## src/srq_pkg.sv

```systemverilog
// ----------------------------------------------------------------------------
// srq_pkg
// Shared types and constants of the slot reservation block.
// ----------------------------------------------------------------------------
package srq_pkg;

    localparam int NUM_QUOTA_REGS = 6;
    localparam int QUOTA_W        = 5;
    localparam int CFG_IDX_W      = 3;
    localparam int LIMIT_W        = 8;
    localparam int CMP_W          = 8;
    localparam logic [CMP_W-1:0] HOUR_LIMIT = 8'd23;

    localparam logic OP_RESTART = 1'b0;
    localparam logic OP_OFFER   = 1'b1;

    typedef enum logic [2:0] {
        ST_ACCEPTED  = 3'd0,
        ST_BAD       = 3'd1,
        ST_NO_QUOTA  = 3'd2,
        ST_OVERLAP   = 3'd3,
        ST_IGNORED   = 3'd4,
        ST_RESTARTED = 3'd5
    } status_t;

    typedef logic [NUM_QUOTA_REGS-1:0][QUOTA_W-1:0] quota_arr_t;

    typedef struct packed {
        logic       operation;
        logic [4:0] start_hour;
        logic [4:0] end_hour;
        logic [2:0] category;
    } req_t;

    typedef struct packed {
        status_t    status;
        logic       done_res;
        logic [4:0] films_scheduled;
        logic [4:0] hours_filled;
    } rsp_t;

endpackage

```

## src/srq_cfg_regs.sv

```systemverilog
// ----------------------------------------------------------------------------
// srq_cfg_regs
// Per-category quota registers, written through the configuration port.
// ----------------------------------------------------------------------------
module srq_cfg_regs (
    input  logic                                aclk,
    input  logic                                aresetn,
    input  logic                                cfg_we,
    input  logic [srq_pkg::CFG_IDX_W-1:0]       cfg_index,
    input  logic [srq_pkg::QUOTA_W-1:0]         cfg_wdata,
    output srq_pkg::quota_arr_t                 quota_cfg
);

    srq_pkg::quota_arr_t quota_reg;
    srq_pkg::quota_arr_t quota_next;

    always_comb begin
        quota_next = quota_reg;
        for (int k = 0; k < srq_pkg::NUM_QUOTA_REGS; k++) begin
            if (cfg_we && (cfg_index == srq_pkg::CFG_IDX_W'(k))) begin
                quota_next[k] = cfg_wdata;
            end
        end
    end

    always_ff @(posedge aclk) begin
        if (!aresetn) begin
            quota_reg <= '0;
        end else begin
            quota_reg <= quota_next;
        end
    end

    assign quota_cfg = quota_reg;

endmodule

```

## src/srq_sched.sv

```systemverilog
// ----------------------------------------------------------------------------
// srq_sched
// Schedule state and combinational admission check for one request.
// ----------------------------------------------------------------------------
module srq_sched #(
    parameter int NUM_SLOTS      = 24,
    parameter int NUM_CATEGORIES = 6
) (
    input  logic                aclk,
    input  logic                aresetn,
    input  logic                fire,
    input  srq_pkg::req_t       req,
    input  srq_pkg::quota_arr_t quota_cfg,
    output srq_pkg::rsp_t       rsp
);

    localparam int CNT_W = $clog2(NUM_SLOTS + 1);
    localparam int CMP_W = srq_pkg::CMP_W;

    logic [NUM_SLOTS-1:0]                                occ_reg, occ_next;
    logic [NUM_CATEGORIES-1:0][srq_pkg::QUOTA_W-1:0]     rem_reg, rem_next;
    logic [CNT_W-1:0]                                    film_reg, film_next;
    logic [CNT_W-1:0]                                    hour_reg, hour_next;
    logic [srq_pkg::LIMIT_W-1:0]                         limit_reg, limit_next;

    logic [NUM_SLOTS-1:0]            span;
    logic [NUM_CATEGORIES-1:0]       cat_hit;
    logic [srq_pkg::LIMIT_W-1:0]     limit_sum;
    logic [4:0]                      span_len;
    logic                            done_now;
    logic                            bad;
    logic                            no_quota;
    logic                            overlap;
    logic [CMP_W-1:0]                film_ext;
    logic [CMP_W-1:0]                hour_ext;
    srq_pkg::status_t                status;

    always_comb begin
        for (int i = 0; i < NUM_SLOTS; i++) begin
            span[i] = (CMP_W'(i) >= CMP_W'(req.start_hour)) &&
                      (CMP_W'(i) < CMP_W'(req.end_hour));
        end
        no_quota = 1'b0;
        for (int k = 0; k < NUM_CATEGORIES; k++) begin
            cat_hit[k] = (req.category == 3'(k + 1));
            if (cat_hit[k] && (rem_reg[k] == '0)) begin
                no_quota = 1'b1;
            end
        end
        limit_sum = '0;
        for (int k = 0; k < NUM_CATEGORIES; k++) begin
            limit_sum = limit_sum + srq_pkg::LIMIT_W'(quota_cfg[k]);
        end
    end

    assign span_len = req.end_hour - req.start_hour;
    assign done_now = (CMP_W'(hour_reg) == srq_pkg::HOUR_LIMIT) ||
                      (CMP_W'(film_reg) == CMP_W'(limit_reg));
    assign bad      = (req.start_hour >= req.end_hour) ||
                      (CMP_W'(req.end_hour) > CMP_W'(NUM_SLOTS)) ||
                      (req.category == 3'd0) ||
                      (CMP_W'(req.category) > CMP_W'(NUM_CATEGORIES));
    assign overlap  = |(occ_reg & span);

    always_comb begin
        occ_next   = occ_reg;
        rem_next   = rem_reg;
        film_next  = film_reg;
        hour_next  = hour_reg;
        limit_next = limit_reg;
        if (req.operation == srq_pkg::OP_RESTART) begin
            status     = srq_pkg::ST_RESTARTED;
            occ_next   = '0;
            film_next  = '0;
            hour_next  = '0;
            limit_next = limit_sum;
            for (int k = 0; k < NUM_CATEGORIES; k++) begin
                rem_next[k] = quota_cfg[k];
            end
        end else if (done_now) begin
            status = srq_pkg::ST_IGNORED;
        end else if (bad) begin
            status = srq_pkg::ST_BAD;
        end else if (no_quota) begin
            status = srq_pkg::ST_NO_QUOTA;
        end else if (overlap) begin
            status = srq_pkg::ST_OVERLAP;
        end else begin
            status    = srq_pkg::ST_ACCEPTED;
            occ_next  = occ_reg | span;
            film_next = film_reg + CNT_W'(1);
            hour_next = CNT_W'(CMP_W'(hour_reg) + CMP_W'(span_len));
            for (int k = 0; k < NUM_CATEGORIES; k++) begin
                if (cat_hit[k]) begin
                    rem_next[k] = rem_reg[k] - srq_pkg::QUOTA_W'(1);
                end
            end
        end
    end

    assign film_ext = CMP_W'(film_next);
    assign hour_ext = CMP_W'(hour_next);

    always_comb begin
        rsp.status          = status;
        rsp.done_res        = (hour_ext == srq_pkg::HOUR_LIMIT) ||
                              (film_ext == CMP_W'(limit_next));
        rsp.films_scheduled = film_ext[4:0];
        rsp.hours_filled    = hour_ext[4:0];
    end

    always_ff @(posedge aclk) begin
        if (!aresetn) begin
            occ_reg   <= '0;
            rem_reg   <= '0;
            film_reg  <= '0;
            hour_reg  <= '0;
            limit_reg <= '0;
        end else if (fire) begin
            occ_reg   <= occ_next;
            rem_reg   <= rem_next;
            film_reg  <= film_next;
            hour_reg  <= hour_next;
            limit_reg <= limit_next;
        end
    end

`ifndef SYNTHESIS
    a_hours_match_map: assert property (@(posedge aclk) disable iff (!aresetn)
        $countones(occ_reg) == int'(hour_reg))
        else $error("hour count differs from occupied slot count");

    a_films_le_hours: assert property (@(posedge aclk) disable iff (!aresetn)
        film_reg <= hour_reg)
        else $error("more films than occupied hours");

    a_restart_clears: assert property (@(posedge aclk) disable iff (!aresetn)
        fire && (req.operation == srq_pkg::OP_RESTART) |=>
        (occ_reg == '0) && (film_reg == '0) && (hour_reg == '0))
        else $error("restart did not clear the schedule");
`endif

endmodule

```

## src/slot_reservation_with_quotas.sv

```systemverilog
// ----------------------------------------------------------------------------
// slot_reservation_with_quotas
// Greedy interval admission into a day of hour slots with category quotas.
// ----------------------------------------------------------------------------
// Each request either restarts the schedule, reloading quotas from the six
// quota registers, or offers an interval that is checked and, if it passes,
// admitted. The block takes one request per clock while the output is not
// stalled, and returns exactly one response per request. A request waits in
// the request register until the output is free; the admission stage between
// the request register and the response register then updates the slot map
// and its response is registered in the response register.
// Quota writes take effect at the next restart; after reset the block reports
// done and ignores offers until a restart.
// ----------------------------------------------------------------------------
module slot_reservation_with_quotas #(
    parameter int NUM_SLOTS      = 24,
    parameter int NUM_CATEGORIES = 6
) (
    input  logic                          aclk,
    input  logic                          aresetn,
    input  logic                          s_valid,
    output logic                          s_ready,
    input  srq_pkg::req_t                 s_data,
    output logic                          m_valid,
    input  logic                          m_ready,
    output srq_pkg::rsp_t                 m_data,
    input  logic                          cfg_we,
    input  logic [srq_pkg::CFG_IDX_W-1:0] cfg_index,
    input  logic [srq_pkg::QUOTA_W-1:0]   cfg_wdata
);

    srq_pkg::quota_arr_t quota_cfg;
    srq_pkg::req_t       in_data_reg;
    srq_pkg::rsp_t       out_data_reg;
    srq_pkg::rsp_t       rsp;
    logic                in_valid_reg, in_valid_next;
    logic                out_valid_reg, out_valid_next;
    logic                advance;

    srq_cfg_regs u_cfg (
        .aclk      (aclk),
        .aresetn   (aresetn),
        .cfg_we    (cfg_we),
        .cfg_index (cfg_index),
        .cfg_wdata (cfg_wdata),
        .quota_cfg (quota_cfg)
    );

    srq_sched #(
        .NUM_SLOTS      (NUM_SLOTS),
        .NUM_CATEGORIES (NUM_CATEGORIES)
    ) u_sched (
        .aclk      (aclk),
        .aresetn   (aresetn),
        .fire      (advance),
        .req       (in_data_reg),
        .quota_cfg (quota_cfg),
        .rsp       (rsp)
    );

    assign advance = in_valid_reg && (!out_valid_reg || m_ready);
    assign s_ready = !in_valid_reg || advance;

    always_comb begin
        in_valid_next = in_valid_reg;
        if (s_valid && s_ready) begin
            in_valid_next = 1'b1;
        end else if (advance) begin
            in_valid_next = 1'b0;
        end
        out_valid_next = out_valid_reg;
        if (advance) begin
            out_valid_next = 1'b1;
        end else if (m_ready) begin
            out_valid_next = 1'b0;
        end
    end

    always_ff @(posedge aclk) begin
        if (!aresetn) begin
            in_valid_reg  <= 1'b0;
            out_valid_reg <= 1'b0;
        end else begin
            in_valid_reg  <= in_valid_next;
            out_valid_reg <= out_valid_next;
        end
    end

    always_ff @(posedge aclk) begin
        if (s_valid && s_ready) begin
            in_data_reg <= s_data;
        end
        if (advance) begin
            out_data_reg <= rsp;
        end
    end

    assign m_valid = out_valid_reg;
    assign m_data  = out_data_reg;

endmodule
```

## config.mk

```make
export PLATFORM = sky130hd
export DESIGN_NAME = slot_reservation_with_quotas
export DESIGN_NICKNAME = d
export VERILOG_FILES = /design/src/srq_pkg.sv /design/src/srq_cfg_regs.sv /design/src/srq_sched.sv /design/src/slot_reservation_with_quotas.sv
export SDC_FILE = /design/constraint.sdc
export NUM_CORES = 1
export LEC_CHECK = 0
export ABC_AREA = 1
export BUFFER_PORTS_ARGS = -buffer_cell sky130_fd_sc_hd__buf_4
export CORE_AREA = 2 2 197 122
export CTS_BUF_LIST = sky130_fd_sc_hd__clkbuf_8
export DETAILED_ROUTE_END_ITERATION = 16
export DIE_AREA = 0 0 199 124
export HOLD_SLACK_MARGIN = 0.05
export RECOVER_POWER = 50
export SKIP_CTS_REPAIR_TIMING = 1
export SYNTH_ARGS = -nofsm -noshare
export SYNTH_HDL_FRONTEND = slang
export SYNTH_HIERARCHICAL = 1
export SYNTH_SLANG_ARGS = --single-unit
```

## constraint.sdc

```tcl
create_clock -name aclk -period 4.14 [get_ports aclk]
set_input_delay 0.621 -clock aclk [delete_from_list [all_inputs] [get_ports aclk]]
set_output_delay 0.621 -clock aclk [all_outputs]
set_load 0.01 [all_outputs]
```

==> impl_metrics.prom <==
# TYPE chip_impl_metric gauge
chip_impl_metric{name="design.die.area",unit="mm2"} 0.0247
chip_impl_info{name="setup.worst_path.start_class",value="flop"} 1
chip_impl_info{name="unrepaired_setup_endpoints_after_global_routing",value="no"} 1
chip_impl_metric{name="synth_edf_count",unit=""} 28
chip_impl_metric{name="synthesis.area",unit="mm2"} 0.00790
chip_impl_info{name="synth.most_common_cell",value="sky130_fd_sc_hd__nand2_1"} 1
chip_impl_metric{name="power",unit="uW"} 3320
chip_impl_metric{name="power-per-cell-area",unit="mW/mm2"} 372
chip_impl_metric{name="worst-path-stages",unit=""} 19
chip_impl_info{name="dominantRegCellSynth",value="sky130_fd_sc_hd__dfxtp_1"} 1
chip_impl_metric{name="clock_skew",unit="ns"} 0.0188
chip_impl_metric{name="detailedRoute.firstIterationViolations",unit=""} 703
chip_impl_info{name="critPathSlowestCell",value="sky130_fd_sc_hd__fa_1"} 1
chip_impl_metric{name="route.vias.total",unit=""} 6926
chip_impl_metric{name="antenna_left",unit=""} 0
chip_impl_metric{name="overflow",unit=""} 0
chip_impl_metric{name="core-area",unit="mm2"} 0.0228
chip_impl_metric{name="switching_share",unit="%"} 29.4
chip_impl_info{name="failed_checks",value="max-capacitance violations, max-slew violations"} 1
chip_impl_metric{name="area_share_of_the_leading_cell_type_in_the_synthesized_netlist",unit="%"} 26.4
chip_impl_metric{name="wl_per_cell",unit="um"} 14.3
chip_impl_metric{name="clock_insertion_delay_worst_skew",unit="ns"} 0.47
chip_impl_metric{name="setup-violations-final",unit=""} 0
chip_impl_metric{name="crit_required",unit="ns"} 4.47
chip_impl_metric{name="tritoncts.num_buffers",unit=""} 17
chip_impl_metric{name="number_of_buffer_and_inverter_stages_on_the_critical_path",unit=""} 5
chip_impl_metric{name="critical_path_peak_fanout",unit=""} 3
chip_impl_metric{name="post-route-util",unit="%"} 39.3
chip_impl_metric{name="dieHeight",unit="um"} 124
chip_impl_metric{name="ys_types",unit=""} 45
chip_impl_metric{name="layout_worst_path_cycle_share",unit="%"} 94.3
chip_impl_metric{name="num_io_pins",unit=""} 43
chip_impl_metric{name="grt_pass1_vias",unit=""} 6337
chip_impl_info{name="regToRegStartpoint",value="u_cfg/quota_cfg[2]"} 1
chip_impl_info{name="synth_top_cell_by_area",value="sky130_fd_sc_hd__dfxtp_1"} 1
chip_impl_info{name="tritoncts",value="built"} 1
chip_impl_metric{name="grt_first_pass_wirelength",unit="um"} 33600
chip_impl_info{name="path_cells",value="inv_1 -> fa_1 -> inv_1 -> fa_1 -> inv_1 -> fa_1 -> inv_1 -> ha_1 -> inv_1 -> nor2_1 -> a211oi_1 -> nor2_1 -> o21ai_1 -> o21ai_0 -> nor3_2 -> nand3_1 -> nor2_1 -> nand3_1 -> nand2_1"} 1
chip_impl_metric{name="tritoncts_num_sinks",unit=""} 132
chip_impl_metric{name="floorplan.initialDensity",unit="%"} 34.7
chip_impl_metric{name="drv.max_cap_violation_count",unit=""} 1
chip_impl_metric{name="timing_hold_violations_final",unit=""} 0
chip_impl_info{name="ys_top_cells_by_count",value="188 x sky130_fd_sc_hd__nand2_1, 172 x sky130_fd_sc_hd__inv_1, 119 x sky130_fd_sc_hd__nor2_1"} 1
chip_impl_metric{name="drc",unit=""} 0
chip_impl_info{name="setup.worst_path.class",value="flop to flop"} 1
chip_impl_metric{name="max-vdd-ir-drop",unit="mV"} 0.234
chip_impl_metric{name="globalRouteTotalUtil",unit="%"} 17.8
chip_impl_metric{name="firstDrtPassIters",unit=""} 5
chip_impl_metric{name="net-switching-power",unit="uW"} 978
chip_impl_metric{name="finalWorstSetupSlack",unit="ns"} 0.236
chip_impl_metric{name="post_synth.cell_area_avg",unit="um2"} 7.27
chip_impl_metric{name="synthToLayoutAreaGrowth",unit="%"} 13.1
chip_impl_metric{name="cell_internal_pwr",unit="uW"} 2350
chip_impl_metric{name="antenna_found_initial",unit=""} 0
chip_impl_metric{name="synth_warnings",unit=""} 6
chip_impl_metric{name="slowest_delay",unit="ns"} 0.55
chip_impl_metric{name="pwr-share-comb",unit="%"} 18.1
chip_impl_metric{name="dpl_worst_slack",unit="ns"} 0.200
chip_impl_metric{name="hold-path-cell-count",unit=""} 1
chip_impl_metric{name="part_of_the_yosys_area_used_for_sequential_elements",unit="%"} 37.0
chip_impl_metric{name="worst_slew_margin_rel",unit="%"} -101
chip_impl_metric{name="drv_slew",unit=""} 76
chip_impl_info{name="end_kind",value="flop"} 1
chip_impl_metric{name="power_share_of_the_clock_group",unit="%"} 38.7
chip_impl_metric{name="pwr-share-seq",unit="%"} 43.2
chip_impl_metric{name="achievable-frequency",unit="GHz"} 0.256
chip_impl_info{name="worst_setup_path_startpoint",value="u_cfg/quota_cfg[2]"} 1
chip_impl_metric{name="timing.setup.tns",unit="ns"} 0
chip_impl_metric{name="power_leakage",unit="uW"} 0.00382
chip_impl_metric{name="nNetsFinal",unit=""} 1198
chip_impl_metric{name="finalWirelength",unit="um"} 20700
chip_impl_metric{name="htreeDepth",unit=""} 4
chip_impl_info{name="timing.hold.worst.class",value="input pin to flop"} 1
chip_impl_info{name="clk_tree_root_cell",value="sky130_fd_sc_hd__clkbuf_8"} 1
chip_impl_metric{name="die_width",unit="um"} 199
chip_impl_info{name="run_status",value="finished, violations left"} 1
chip_impl_metric{name="vias_per_cell",unit=""} 4.77
chip_impl_metric{name="syn_inst",unit=""} 1086
chip_impl_metric{name="final.min_clock_period",unit="ns"} 3.90
chip_impl_metric{name="path_clk_slew",unit="ns"} 0.09
chip_impl_metric{name="timing.critical_path.arrival",unit="ns"} 4.23
chip_impl_metric{name="fp-row-count",unit=""} 43
chip_impl_metric{name="globalplace.congestion",unit=""} 0.909
chip_impl_metric{name="placedCellCount",unit=""} 1418
chip_impl_metric{name="timing.reg2reg.worst_path_depth",unit=""} 19
chip_impl_metric{name="ff2ff_setup_slack",unit="ns"} 0.24
chip_impl_info{name="critical_path_s_most_frequent_cell",value="sky130_fd_sc_hd__inv_1"} 1
chip_impl_metric{name="portBuffers",unit=""} 42
chip_impl_metric{name="drive_above_1_share",unit="%"} 10.3
chip_impl_metric{name="post_layout_nonfiller_instances",unit=""} 1451
chip_impl_info{name="synthTopCellsByArea",value="sky130_fd_sc_hd__dfxtp_1 26%, sky130_fd_sc_hd__edfxtp_1 11%, sky130_fd_sc_hd__nand2_1 8.9%"} 1
chip_impl_metric{name="worst-slew-pin-transition",unit="ns"} 3.02
chip_impl_info{name="cpLargestDelayFamily",value="adder cells"} 1
chip_impl_metric{name="grt_start_max_net_pins",unit=""} 76
chip_impl_metric{name="synth_fp_nets",unit=""} 1162
chip_impl_metric{name="cts_buffer_depth",unit=""} 2
chip_impl_info{name="hold_path_startpoint",value="s_data[2]"} 1
chip_impl_metric{name="detailed_place_hpwl",unit="um"} 15200
chip_impl_metric{name="synth-async-reset-ratio",unit="%"} 0
chip_impl_metric{name="flip_flop_and_latch_count_after_synthesis",unit=""} 132
per-stage QoR:
step           area, um2  hold slack [ns]
2_1_floorplan       7900            0.430
3_3_place_gp        8520            0.438
3_5_place_dp        8520            0.442
4_1_cts             8980            0.298
5_1_grt             8930            0.316
6_report            8930            0.345
cell families (layout without fill, tap and decap cells):
family	after synthesis	in the layout	share of synthesized area (%)
adder cells (fa/ha/maj)	49	49	10.0
AND/OR/NAND/NOR	467	467	26.1
multiplexers	1	1	0.127
other	0	1	0
flip-flops	132	132	37.0
buffers and inverters	224	273	11.3
AO/OA/AOI/OAI	194	194	13.4
XOR/XNOR	19	19	2.11
area by class of cell:
| cell class | instances | area (um2) |
|---|---|---|
| inverter | 189 | 714 |
| sequential | 132 | 2920 |
| clock inverter | 12 | 185 |
| fill | 2398 | 13800 |
| timing repair buffer | 52 | 330 |
| antenna | 1 | 2.50 |
| multi-input combinational | 730 | 4110 |
| tap | 315 | 394 |
| clock buffer | 20 | 275 |
power by group through the flow:
stage                     clock network (uW)  logic, uW  registers (uW)
after floorplan                            0        435            1450
after detailed placement                   0        598            1460
final                                   1290        603            1440
after global routing                    1380        692            1440
after CTS                               1320        603            1430
after global placement                     0        595            1460
placed cells by master (no fill, tap or decap), drive strengths merged:
cell type,n
a211oi,2
a21o,2
a21oi,79
a221oi,1
a31oi,12
buf,23
bufinv,5
clkbuf,49
clkinv,8
clkinvlp,1
dfxtp,104
diode,1
edfxtp,28
fa,24
ha,25
inv,187
mux2i,1
nand2,193
nand3,100
nand3b,5
nand4,22
nor2,134
nor3,10
nor3b,2
o21ai,93
o21bai,1
o22ai,2
o31ai,1
o32ai,1
or2,1
xnor2,7
xor2,12
routing by layer:
metal  track usage [%]  up-vias  routed length (um)
li1                  -     3573                   -
met1              28.4     3163               11500
met2              23.2      179                7710
met4              3.92        0                 151
met5                 0        -                   0
met3              4.58       11                1360
path summary, 6_finish.rpt:
check                                      endpoint
worst min register to register  u_sched/occ_reg[19]
worst min-delay path                 in_data_reg[2]
worst max register to register           m_data[10]
worst max-delay path                     m_data[10]
worst register-to-register path, stage by stage, from the launching register on:
cell and delay [ns]:
sky130_fd_sc_hd__dfxtp_1 0.37, sky130_fd_sc_hd__inv_1 0.08, sky130_fd_sc_hd__fa_1 0.55, sky130_fd_sc_hd__inv_1 0.07, sky130_fd_sc_hd__fa_1 0.53, sky130_fd_sc_hd__inv_1 0.05, sky130_fd_sc_hd__fa_1 0.52, sky130_fd_sc_hd__inv_1 0.04
sky130_fd_sc_hd__ha_1 0.18, sky130_fd_sc_hd__inv_1 0.08, sky130_fd_sc_hd__nor2_1 0.06, sky130_fd_sc_hd__a211oi_1 0.22, sky130_fd_sc_hd__nor2_1 0.09, sky130_fd_sc_hd__o21ai_1 0.18, sky130_fd_sc_hd__o21ai_0 0.14, sky130_fd_sc_hd__nor3_2 0.21
sky130_fd_sc_hd__nand3_1 0.11, sky130_fd_sc_hd__nor2_1 0.15, sky130_fd_sc_hd__nand3_1 0.09, sky130_fd_sc_hd__nand2_1 0.06
(Power assumes the default switching activity.)
